## src/sv/lxr_pkg.sv

```systemverilog
// Shared types, character codes and keyword tables for the keyword/identifier lexer.
// No dependencies; imported by every module of the block.
package lxr_pkg;

  localparam int KeywordLenDef = 6;
  localparam int PosWidthDef   = 32;

  // Result queue depth: two slots per item plus room for the consumer to lag.
  localparam int ResDepth = 4;

  typedef enum logic [2:0] {
    KIND_KEYWORD = 3'd0,
    KIND_IDENT   = 3'd1,
    KIND_NUMBER  = 3'd2,
    KIND_SYMBOL  = 3'd3,
    KIND_UNKNOWN = 3'd4,
    KIND_END     = 3'd5
  } tok_kind_e;

  localparam logic [1:0] PEND_NONE  = 2'd0;
  localparam logic [1:0] PEND_IDENT = 2'd1;
  localparam logic [1:0] PEND_NUM   = 2'd2;

  localparam logic MODE_CHAR = 1'b0;
  localparam logic MODE_END  = 1'b1;

  localparam logic [15:0] LEN_MAX = 16'hFFFF;

  localparam logic [7:0] CH_PLUS   = 8'h2B;
  localparam logic [7:0] CH_MINUS  = 8'h2D;
  localparam logic [7:0] CH_STAR   = 8'h2A;
  localparam logic [7:0] CH_SLASH  = 8'h2F;
  localparam logic [7:0] CH_EQUAL  = 8'h3D;
  localparam logic [7:0] CH_SEMI   = 8'h3B;
  localparam logic [7:0] CH_LPAREN = 8'h28;
  localparam logic [7:0] CH_RPAREN = 8'h29;
  localparam logic [7:0] CH_LBRACE = 8'h7B;
  localparam logic [7:0] CH_RBRACE = 8'h7D;
  localparam logic [7:0] CH_UNDER  = 8'h5F;
  localparam logic [7:0] CH_SPACE  = 8'h20;
  localparam logic [7:0] CH_TAB    = 8'h09;
  localparam logic [7:0] CH_CR     = 8'h0D;

  localparam int NumKw = 4;
  localparam int KwMaxLen = 6;
  localparam int KW_LEN [NumKw] = '{2, 4, 5, 6};
  // Keyword text, first character in the low byte: if, else, while, return.
  localparam logic [NumKw-1:0][8*KwMaxLen-1:0] KW_TEXT = {
    48'h6e72_7574_6572,
    48'h0065_6c69_6877,
    48'h0000_6573_6c65,
    48'h0000_0000_6669
  };

  typedef struct packed {
    tok_kind_e   kind;
    logic [31:0] start;
    logic [15:0] length;
    logic [7:0]  ch;
    logic [1:0]  kw_idx;
    logic        last;
  } lxr_res_t;

  function automatic logic [7:0] kw_char(input logic [1:0] idx, input logic [3:0] pos);
    logic [8*KwMaxLen-1:0] txt;
    txt = KW_TEXT[idx];
    if (pos < 4'(KwMaxLen)) begin
      kw_char = txt[{pos[2:0], 3'b000} +: 8];
    end else begin
      kw_char = 8'h00;
    end
  endfunction

  function automatic logic is_alpha(input logic [7:0] c);
    return (c >= 8'h61 && c <= 8'h7A) || (c >= 8'h41 && c <= 8'h5A);
  endfunction

  function automatic logic is_digit(input logic [7:0] c);
    return c >= 8'h30 && c <= 8'h39;
  endfunction

  function automatic logic is_space(input logic [7:0] c);
    return c == CH_SPACE || (c >= CH_TAB && c <= CH_CR);
  endfunction

  function automatic logic is_symbol(input logic [7:0] c);
    return c == CH_PLUS || c == CH_MINUS || c == CH_STAR || c == CH_SLASH ||
           c == CH_EQUAL || c == CH_SEMI || c == CH_LPAREN || c == CH_RPAREN ||
           c == CH_LBRACE || c == CH_RBRACE;
  endfunction

endpackage

```

## src/sv/lxr_core.sv

```systemverilog
// Lexer state and per-item token logic: classifies one byte, updates the
// pending token and produces up to two tokens. Depends on lxr_pkg.
module lxr_core import lxr_pkg::*; #(
  parameter int KEYWORD_LEN = KeywordLenDef,
  parameter int POS_WIDTH   = PosWidthDef
) (
  input  logic              clk_i,
  input  logic              rst_ni,
  input  logic              fire_i,
  input  logic              mode_i,
  input  logic [7:0]        char_i,
  output lxr_res_t [1:0]    res_o,
  output logic [1:0]        res_cnt_o
);

  logic [1:0]           pend_kind_q, pend_kind_d;
  logic [15:0]          pend_len_q, pend_len_d;
  logic [POS_WIDTH-1:0] pend_start_q, pend_start_d;
  logic [POS_WIDTH-1:0] pos_q, pos_d;
  logic [7:0]           buf_q [KEYWORD_LEN];
  logic [7:0]           buf_d [KEYWORD_LEN];

  logic       c_alpha, c_digit, c_space, c_sym, cont;
  logic       flush_en, sec_en, kw_hit;
  logic [1:0] kw_idx;
  logic [NumKw-1:0] kw_match;
  lxr_res_t   fl_res, sec_res;

  // Keyword compare against the buffered head of the pending identifier
  always_comb begin
    for (int i = 0; i < NumKw; i++) begin
      kw_match[i] = (KW_LEN[i] <= KEYWORD_LEN) && (pend_len_q == 16'(KW_LEN[i]));
      for (int j = 0; j < KEYWORD_LEN; j++) begin
        if (j < KW_LEN[i] && buf_q[j] != kw_char(2'(i), 4'(j))) begin
          kw_match[i] = 1'b0;
        end
      end
    end
    kw_hit = |kw_match;
    priority if (kw_match[0]) kw_idx = 2'd0;
    else if (kw_match[1]) kw_idx = 2'd1;
    else if (kw_match[2]) kw_idx = 2'd2;
    else if (kw_match[3]) kw_idx = 2'd3;
    else kw_idx = 2'd0;
  end

  always_comb begin
    c_alpha = is_alpha(char_i);
    c_digit = is_digit(char_i);
    c_space = is_space(char_i);
    c_sym   = is_symbol(char_i);
    cont = (mode_i == MODE_CHAR) &&
           ((pend_kind_q == PEND_IDENT && (c_alpha || c_digit || char_i == CH_UNDER)) ||
            (pend_kind_q == PEND_NUM && c_digit));
    flush_en = (pend_kind_q != PEND_NONE) && !cont;
    sec_en   = (mode_i == MODE_END) || (!cont && !c_alpha && !c_digit && !c_space);

    fl_res.kind   = (pend_kind_q == PEND_NUM) ? KIND_NUMBER :
                    (kw_hit ? KIND_KEYWORD : KIND_IDENT);
    fl_res.start  = 32'(pend_start_q);
    fl_res.length = pend_len_q;
    fl_res.ch     = buf_q[0];
    fl_res.kw_idx = (pend_kind_q == PEND_IDENT && kw_hit) ? kw_idx : 2'd0;
    fl_res.last   = !sec_en;

    sec_res.start  = 32'(pos_q);
    sec_res.kw_idx = 2'd0;
    sec_res.last   = 1'b1;
    if (mode_i == MODE_END) begin
      sec_res.kind   = KIND_END;
      sec_res.length = 16'd0;
      sec_res.ch     = 8'h00;
    end else begin
      sec_res.kind   = c_sym ? KIND_SYMBOL : KIND_UNKNOWN;
      sec_res.length = 16'd1;
      sec_res.ch     = char_i;
    end

    res_o[0]  = flush_en ? fl_res : sec_res;
    res_o[1]  = sec_res;
    res_cnt_o = {1'b0, flush_en} + {1'b0, sec_en};
  end

  always_comb begin
    pend_kind_d  = pend_kind_q;
    pend_len_d   = pend_len_q;
    pend_start_d = pend_start_q;
    pos_d        = pos_q;
    buf_d        = buf_q;
    if (fire_i) begin
      if (mode_i == MODE_END) begin
        pend_kind_d  = PEND_NONE;
        pend_len_d   = 16'd0;
        pend_start_d = '0;
        pos_d        = '0;
      end else begin
        pos_d = pos_q + POS_WIDTH'(1);
        if (cont) begin
          for (int j = 0; j < KEYWORD_LEN; j++) begin
            if (pend_len_q == 16'(j)) begin
              buf_d[j] = char_i;
            end
          end
          if (pend_len_q != LEN_MAX) begin
            pend_len_d = pend_len_q + 16'd1;
          end
        end else if (c_alpha || c_digit) begin
          pend_kind_d  = c_alpha ? PEND_IDENT : PEND_NUM;
          pend_len_d   = 16'd1;
          pend_start_d = pos_q;
          buf_d[0]     = char_i;
        end else begin
          pend_kind_d = PEND_NONE;
          pend_len_d  = 16'd0;
        end
      end
    end
  end

  always_ff @(posedge clk_i or negedge rst_ni) begin
    if (!rst_ni) begin
      pend_kind_q  <= PEND_NONE;
      pend_len_q   <= 16'd0;
      pend_start_q <= '0;
      pos_q        <= '0;
    end else begin
      pend_kind_q  <= pend_kind_d;
      pend_len_q   <= pend_len_d;
      pend_start_q <= pend_start_d;
      pos_q        <= pos_d;
    end
  end

  // buffer bytes are only read below the pending length, so no reset needed
  always_ff @(posedge clk_i) begin
    buf_q <= buf_d;
  end

endmodule

```

## src/sv/lxr_fifo.sv

```systemverilog
// Token result queue: takes up to two tokens per cycle, hands out one per
// output handshake. Depends on lxr_pkg.
module lxr_fifo import lxr_pkg::*; (
  input  logic            clk_i,
  input  logic            rst_ni,
  input  lxr_res_t [1:0]  wr_data_i,
  input  logic [1:0]      wr_cnt_i,
  output logic            space2_o,
  output logic            rd_valid_o,
  input  logic            rd_ready_i,
  output lxr_res_t        rd_data_o
);

  localparam int PtrW = $clog2(ResDepth);
  localparam int CntW = $clog2(ResDepth + 1);

  lxr_res_t        mem_q [ResDepth];
  logic [PtrW-1:0] wr_ptr_q, wr_ptr_d, rd_ptr_q, rd_ptr_d;
  logic [CntW-1:0] cnt_q, cnt_d;
  logic            rd_fire;

  assign rd_valid_o = cnt_q != '0;
  assign rd_fire    = rd_valid_o && rd_ready_i;
  assign space2_o   = cnt_q <= CntW'(ResDepth - 2);
  assign rd_data_o  = mem_q[rd_ptr_q];

  always_comb begin
    wr_ptr_d = wr_ptr_q + PtrW'(wr_cnt_i);
    rd_ptr_d = rd_ptr_q + PtrW'(rd_fire);
    cnt_d    = cnt_q + CntW'(wr_cnt_i) - CntW'(rd_fire);
  end

  always_ff @(posedge clk_i or negedge rst_ni) begin
    if (!rst_ni) begin
      wr_ptr_q <= '0;
      rd_ptr_q <= '0;
      cnt_q    <= '0;
    end else begin
      wr_ptr_q <= wr_ptr_d;
      rd_ptr_q <= rd_ptr_d;
      cnt_q    <= cnt_d;
    end
  end

  always_ff @(posedge clk_i) begin
    if (wr_cnt_i != 2'd0) begin
      mem_q[wr_ptr_q] <= wr_data_i[0];
    end
    if (wr_cnt_i == 2'd2) begin
      mem_q[wr_ptr_q + PtrW'(1)] <= wr_data_i[1];
    end
  end

endmodule

```

## src/sv/keyword_identifier_lexer.sv

```systemverilog
// Streaming lexer for keywords (if, else, while, return), identifiers, numbers
// and single-character symbols. One byte is taken per cycle while in_ready_o
// is high; the byte's tokens are written into a 4-entry result queue in the
// same cycle and leave the registered queue in order, one per output handshake. A byte
// that ends a pending identifier or number and is itself a symbol or unknown
// yields two tokens, as does the end marker with a token pending; in_ready_o
// is high whenever the queue has two free slots, so with a consumer that
// takes a token every cycle the input sustains one byte per cycle.
// Depends on lxr_pkg, lxr_core and lxr_fifo.
module keyword_identifier_lexer import lxr_pkg::*; #(
  parameter int KEYWORD_LEN = KeywordLenDef,
  parameter int POS_WIDTH   = PosWidthDef
) (
  input  logic        clk_i,
  input  logic        rst_ni,
  input  logic        in_valid_i,
  output logic        in_ready_o,
  input  logic        mode_i,
  input  logic [7:0]  char_byte_i,
  output logic        out_valid_o,
  input  logic        out_ready_i,
  output logic [2:0]  token_kind_o,
  output logic [31:0] token_start_o,
  output logic [15:0] token_length_o,
  output logic [7:0]  token_char_o,
  output logic [1:0]  keyword_index_o,
  output logic        last_result_o
);

  logic           in_fire;
  lxr_res_t [1:0] res;
  logic [1:0]     res_cnt;
  lxr_res_t       head;

  assign in_fire = in_valid_i && in_ready_o;

  lxr_core #(
    .KEYWORD_LEN(KEYWORD_LEN),
    .POS_WIDTH  (POS_WIDTH)
  ) u_core (
    .clk_i    (clk_i),
    .rst_ni   (rst_ni),
    .fire_i   (in_fire),
    .mode_i   (mode_i),
    .char_i   (char_byte_i),
    .res_o    (res),
    .res_cnt_o(res_cnt)
  );

  lxr_fifo u_fifo (
    .clk_i     (clk_i),
    .rst_ni    (rst_ni),
    .wr_data_i (res),
    .wr_cnt_i  (in_fire ? res_cnt : 2'd0),
    .space2_o  (in_ready_o),
    .rd_valid_o(out_valid_o),
    .rd_ready_i(out_ready_i),
    .rd_data_o (head)
  );

  assign token_kind_o    = head.kind;
  assign token_start_o   = head.start;
  assign token_length_o  = head.length;
  assign token_char_o    = head.ch;
  assign keyword_index_o = head.kw_idx;
  assign last_result_o   = head.last;

  // input only stalls while tokens are waiting
  a_stall_has_tokens: assert property (@(posedge clk_i) disable iff (!rst_ni)
    !in_ready_o |-> out_valid_o) else $error("input stalled with empty queue");

  // end marker always produces a token on the next cycle
  a_end_emits: assert property (@(posedge clk_i) disable iff (!rst_ni)
    in_fire && mode_i == MODE_END |=> out_valid_o) else $error("end marker lost");

  a_end_is_last: assert property (@(posedge clk_i) disable iff (!rst_ni)
    out_valid_o && token_kind_o == KIND_END |-> last_result_o && token_length_o == 16'd0)
    else $error("end token malformed");

  a_kw_length: assert property (@(posedge clk_i) disable iff (!rst_ni)
    out_valid_o && token_kind_o == KIND_KEYWORD |->
      token_length_o >= 16'd2 && token_length_o <= 16'd6)
    else $error("keyword with bad length");

endmodule

```

## config.mk

```make
export PLATFORM = sky130hd
export DESIGN_NAME = keyword_identifier_lexer
export DESIGN_NICKNAME = d
export VERILOG_FILES = /design/src/sv/lxr_pkg.sv /design/src/sv/lxr_core.sv /design/src/sv/lxr_fifo.sv /design/src/sv/keyword_identifier_lexer.sv
export SDC_FILE = /design/constraint.sdc
export NUM_CORES = 1
export LEC_CHECK = 0
export ABC_AREA = 0
export ABC_CLOCK_PERIOD_IN_PS = 13300
export BUFFER_PORTS_ARGS = -buffer_cell sky130_fd_sc_hd__buf_4
export CORE_ASPECT_RATIO = 1.2
export CORE_MARGIN = 3
export CORE_UTILIZATION = 65
export DETAILED_ROUTE_END_ITERATION = 6
export GPL_TIMING_DRIVEN = 0
export PLACE_DENSITY = 0.91
export SLEW_MARGIN = 20
export SYNTH_ARGS = -nofsm -noshare
export SYNTH_HDL_FRONTEND = slang
export SYNTH_HIERARCHICAL = 1
export SYNTH_SLANG_ARGS = --single-unit
export TNS_END_PERCENT = 50
```

## constraint.sdc

```tcl
create_clock -name clk_i -period 13.3 [get_ports clk_i]
set_clock_uncertainty 0.15 [all_clocks]
set_input_delay 1.33 -clock clk_i [delete_from_list [all_inputs] [get_ports clk_i]]
set_output_delay 1.33 -clock clk_i [all_outputs]
set_load 0.1 [all_outputs]
```

* Word level (Yosys, flattened, before mapping) *
Memories as Yosys holds them, arrays and structs flattened.
Index checks and enable logic that the tools add are counted.

word-level totals
  input bits = 13
  memories = 1
  bits in registers = 137
  output and inout bits = 64
  bits in writable memories = 248

memory list
  memory        words  width  rd ports  clocked after memory_dff  wr ports  line            text
  u_fifo.mem_q  4      62     1         0                         2         lxr_fifo.sv:17  lxr_res_t mem_q [ResDepth];

cells by class
  reductions and logical operators = 50
  bitwise gates (word level) = 1
  mux-type cells = 48
  $add $sub $neg = 8
  equal/unequal tests = 42
  $lt $le $gt $ge = 9

operator list
  cell                   count
  $ne 8x7->1 const B     17
  $mux 32                4
  $eq 8x6->1 const B     9
  $mux 62                1
  $eq 16x3->1 const B    3
  $mux 16                3
  $add 32x1->32 const B  1
  $eq 16x2->1 const B    2
  $eq 8x7->1 const B     3
  $mux 8                 3
  $reduce_and 4->1       6
  $mux 1                 23
  $mux 2                 10
  $add 16x1->16 const B  1
  $eq 16x1->1 const B    1
  $ge 8x7->1 const B     2
  $le 8x7->1 const B     2
  $logic_not 16->1       1
  $ne 16x16->1 const B   1
  $logic_or 1x1->1       15
  $logic_and 1x1->1      14
  $mux 3                 3
  $mux 9                 1
  $ge 8x4->1 const B     1
  other kinds (21)       31

* Depth between registers and ports, before layout *
  depth after elaboration = 18
  mapped depth = 17

* Cells and area by module *
Netlist, hierarchy kept.

by module, submodules not included
  module                    instances  cells each  area each (µm²)
  lxr_fifo                  1          639         12,355.6
  lxr_core                  1          690         7,298.2
  keyword_identifier_lexer  1          3           18.8

* Worst setup path before layout *
Ideal clock, no wire load.

  kind = input to register
  start = input char_byte_i[1]
  end = memory u_fifo/mem_q[0][0] (netlist bit) (enable)
  setup time = 0.568 ns
  setup slack = 4.525 ns
  arrival = 8.058 ns
  required time = 12.582 ns
  cell stages on the path = 12
  path through = clkbuf_1 -> nand2_1 -> or4_4 -> o221a_2 -> o21bai_1 -> buf_4 -> inv_2 -> clkbuf_1 -> ha_1 -> and3_1 -> o21bai_1 -> o21ai_0

RTL lines
  element      line                            text
  from (decl)  keyword_identifier_lexer.sv:19  input logic [7:0] char_byte_i,
  to (decl)    lxr_fifo.sv:17

==> results.cfg <==
[detailed_routing]
wire_per_inst_um = 24.7
vias = 12600
drt_wl_total_um = 46800
dr.pass1.iters = 7
final_antenna_net_count = 0
drc = 3
drt_iter0_markers = 1442
via_per_inst = 6.62

[floorplanning]
initial_core_util_pct = 66.2
rows = 69
core_area_um2 = 29700
io_pins = 77
design.die.area_um2 = 32400
dieWidth_um = 165
die_y_um = 197

[placement]
gp_congestion = 0.953
dp_slack_ps = 6690
dp_hpwl_um = 30100
numPortBuffers = 76
dpl_cell_area_um2 = 21200

[setup_path]
path_class = input pin to register
cp_cell_sequence = buf_4, clkbuf_1, nand2_1, or4_4, o221a_2, o21bai_1, buf_4, inv_2, clkbuf_1, ha_1, and3_1, nor4bb_1, buf_2, buf_4, o21bai_4, buf_12, buf_16, buf_16
worstReg2RegStart = u_core/pend_kind_q[1]$_DFFE_PN0P_
cp-end-kind = register
setup.worst_path.start_class = input pin
r2r-end = u_fifo/mem_q[2][23]$_DFFE_PP_
crit_fanout = 18
r2r_cells = 15
path_common_cell = buf_4
required_ps = 13380
worstPathArrival_ps = 6230
cp_slowest_stage_delay_ps = 520
path_buf_inv = 10
cp_top_family = buffers and inverters
reg2reg_slack_ps = 8410
slowest_stage = or4_4
crit_cells = 18

[hold_path]
holdPathStages = 1
hold_class = register to register
min_from = u_core/pend_start_q[15]$_DFFE_PN0P_
hold_end = u_core/pend_start_q[15]$_DFFE_PN0P_

[timing]
post-route-period-util_pct = 46.3
finalSetupViolCount = 0
slew_viol_final = 0
layout_min_cycle_time_ps = 6150
worstMarginPinSlew_ps = 1060
max_freq_mhz = 162
rsz0062_at_grt = false
relSlewSlack_pct = 29.2
worst_slack_ps = 7150
finalHoldViolations = 0
setup-tns-final_ps = 0

[clock_tree]
htree_num_levels = 2
cts_hold_buffers = 0
numCtsBuffers = 39
clkSinkCount = 385
post_cts_resized = 0
cts_tree = built
clk_pin_slew_ps = 60
root_buffer = clkbuf_16
clockBufferDepth = 3
cts_setup_buffers = 0
clock_latency_ps = 540

[global_routing]
grt_pass1_vias = 13200
grt_max_degree = 49
grt_use_total_pct = 29.3
antenna_found_initial = 1
grt-ovfl-total = 0
grt_pass1_wl_um = 73300

[flow_run]
cap_violations = 0

[yosys]
dominantRegCellSynth = edfxtp_1
syn_area_um2 = 19700
yosys_warnings = 6
synth-seq-cells = 385
yosys.cell_types.count = 80
syn_area_per_cell_um2 = 14.8
yosys.area.top_type = edfxtp_1
synth_edf_count = 296
synth_async_sr_flop_share_pct = 23.1
syn_inst = 1332
synth_area_leaders = edfxtp_1 45%, mux2_2 16%, dfrtp_1 11%
synth_top_cell_area_share_pct = 45.2
ys_seq_area_share_pct = 56.5

[layout]
diodes = 0
fill_cells = 1715
area_growth_syn_to_layout_pct = 14.5
drive_gt1_share_pct = 39.1
final_area_um2 = 22500
nets = 1502

[pwr]
power_density_nw_per_um2 = 236
p_leak_uw = 0.00849
vdd_ir_drop_max_v = 0.000240

[run_status]
violations = DRC
status = complete, but fails checks
[state kept, by name (all words and copies together) (netlist names)]
| signal | flops |
|---|---|
| u_fifo/mem_q | 248 |
| u_core/buf_q | 48 |
| u_core/pend_start_q | 32 |
| u_core/pos_q | 32 |
| u_core/pend_len_q | 16 |
| u_fifo/cnt_q | 3 |
| u_core/pend_kind_q | 2 |
| u_fifo/rd_ptr_q | 2 |
| u_fifo/wr_ptr_q | 2 |
[metrics by stage]
step,total power [uW],utilization (%),cells,hold WS (ps)
after floorplan,3590,-,1348,322
after global placement,4080,70.0,1814,330
after detailed placement,4160,71.3,1827,339
after CTS,5340,75.8,1899,353
after global routing,5510,75.9,1899,371
final,5330,75.9,1899,351
[cells by family after synthesis]
kind of cell	share of synthesized area (%)
compound gates	3.26
mux	25.7
flops	56.5
simple gates	8.95
buf+inv	3.57
other cells	0.0382
fa+ha+maj	0.738
xor+xnor	1.25
[cells in the mapped netlist (all sizes together), types with 15 or more instances]
cell and instances:
mux4 62, edfxtp 296, nor4 18, clkbuf 33, inv 29, nor2 63
nand2 32, buf 65, dfrtp 89, and2 16, a21oi 22, mux2 323
nor3 28, nand3 15, nor2b 25, xnor2 25, o21ai 15, nand4 17
[layout make-up]
class | instances | area (um^2) | area share (%)
flip-flops and latches | 385 | 11100 | 49.3
multi-input cells | 834 | 7960 | 35.3
clock inverters | 23 | 315 | 1.40
repair buffers | 89 | 906 | 4.02
well taps | 390 | 488 | 2.17
clock buffers | 49 | 1040 | 4.63
inverters | 31 | 116 | 0.516
plain buffers | 98 | 587 | 2.60
[worst reg2reg max path, delay by kind of cell, from the launching register on]
kind | cells | cell delay [ps]
and+or+nand+nor | 2 | 610
AOI/OAI and AO/OA | 3 | 660
DFF | 1 | 330
adders and majority gates | 1 | 340
buffers and inverters | 9 | 2480
[power by group]
part	total [uW]	internal [uW]	switching, uW
sequential	1680	1570	102
combinational	2500	766	1730
clock	1160	698	457
[layout by cell type (no fill, tap or decap), types with 11 or more instances in the layout]
cell / n
o21ai_0: 14
clkbuf_1: 39
conb_1: 18
xnor2_1: 25
buf_4: 111
nor2b_1: 25
nor2_1: 61
inv_1: 28
nand2_1: 32
nor4_1: 17
edfxtp_1: 296
buf_2: 21
mux4_2: 62
dfrtp_1: 89
clkbuf_16: 39
mux2_2: 287
mux2_1: 36
and3_1: 11
a21oi_1: 22
and2_1: 15
nand4_1: 17
nor3_1: 26
nand3_1: 15
[how the worst max path moves through the flow]
stage                    from                       endpoint  slack, ps
6_report       char_byte_i[1]  u_fifo/mem_q[2][23]$_DFFE_PP_       7150
5_1_grt        char_byte_i[1]  u_fifo/mem_q[2][23]$_DFFE_PP_       6890
4_1_cts        char_byte_i[1]  u_fifo/mem_q[2][23]$_DFFE_PP_       7230
3_5_place_dp   char_byte_i[1]  u_fifo/mem_q[2][23]$_DFFE_PP_       6690
3_3_place_gp   char_byte_i[1]  u_fifo/mem_q[0][16]$_DFFE_PP_        120
2_1_floorplan  char_byte_i[1]   u_fifo/mem_q[0][0]$_DFFE_PP_       4520
[layer usage]
metal  track usage [%]  up-vias  share of wire [%]
met2              48.7      668                 50
li1                  -     5461                  -
met3              4.54      158                8.1
met4              11.6        4                4.0
met5                 0        -              0.058
met1              39.0     6271                 38
Note: power is estimated with default switching activity, not from simulation.
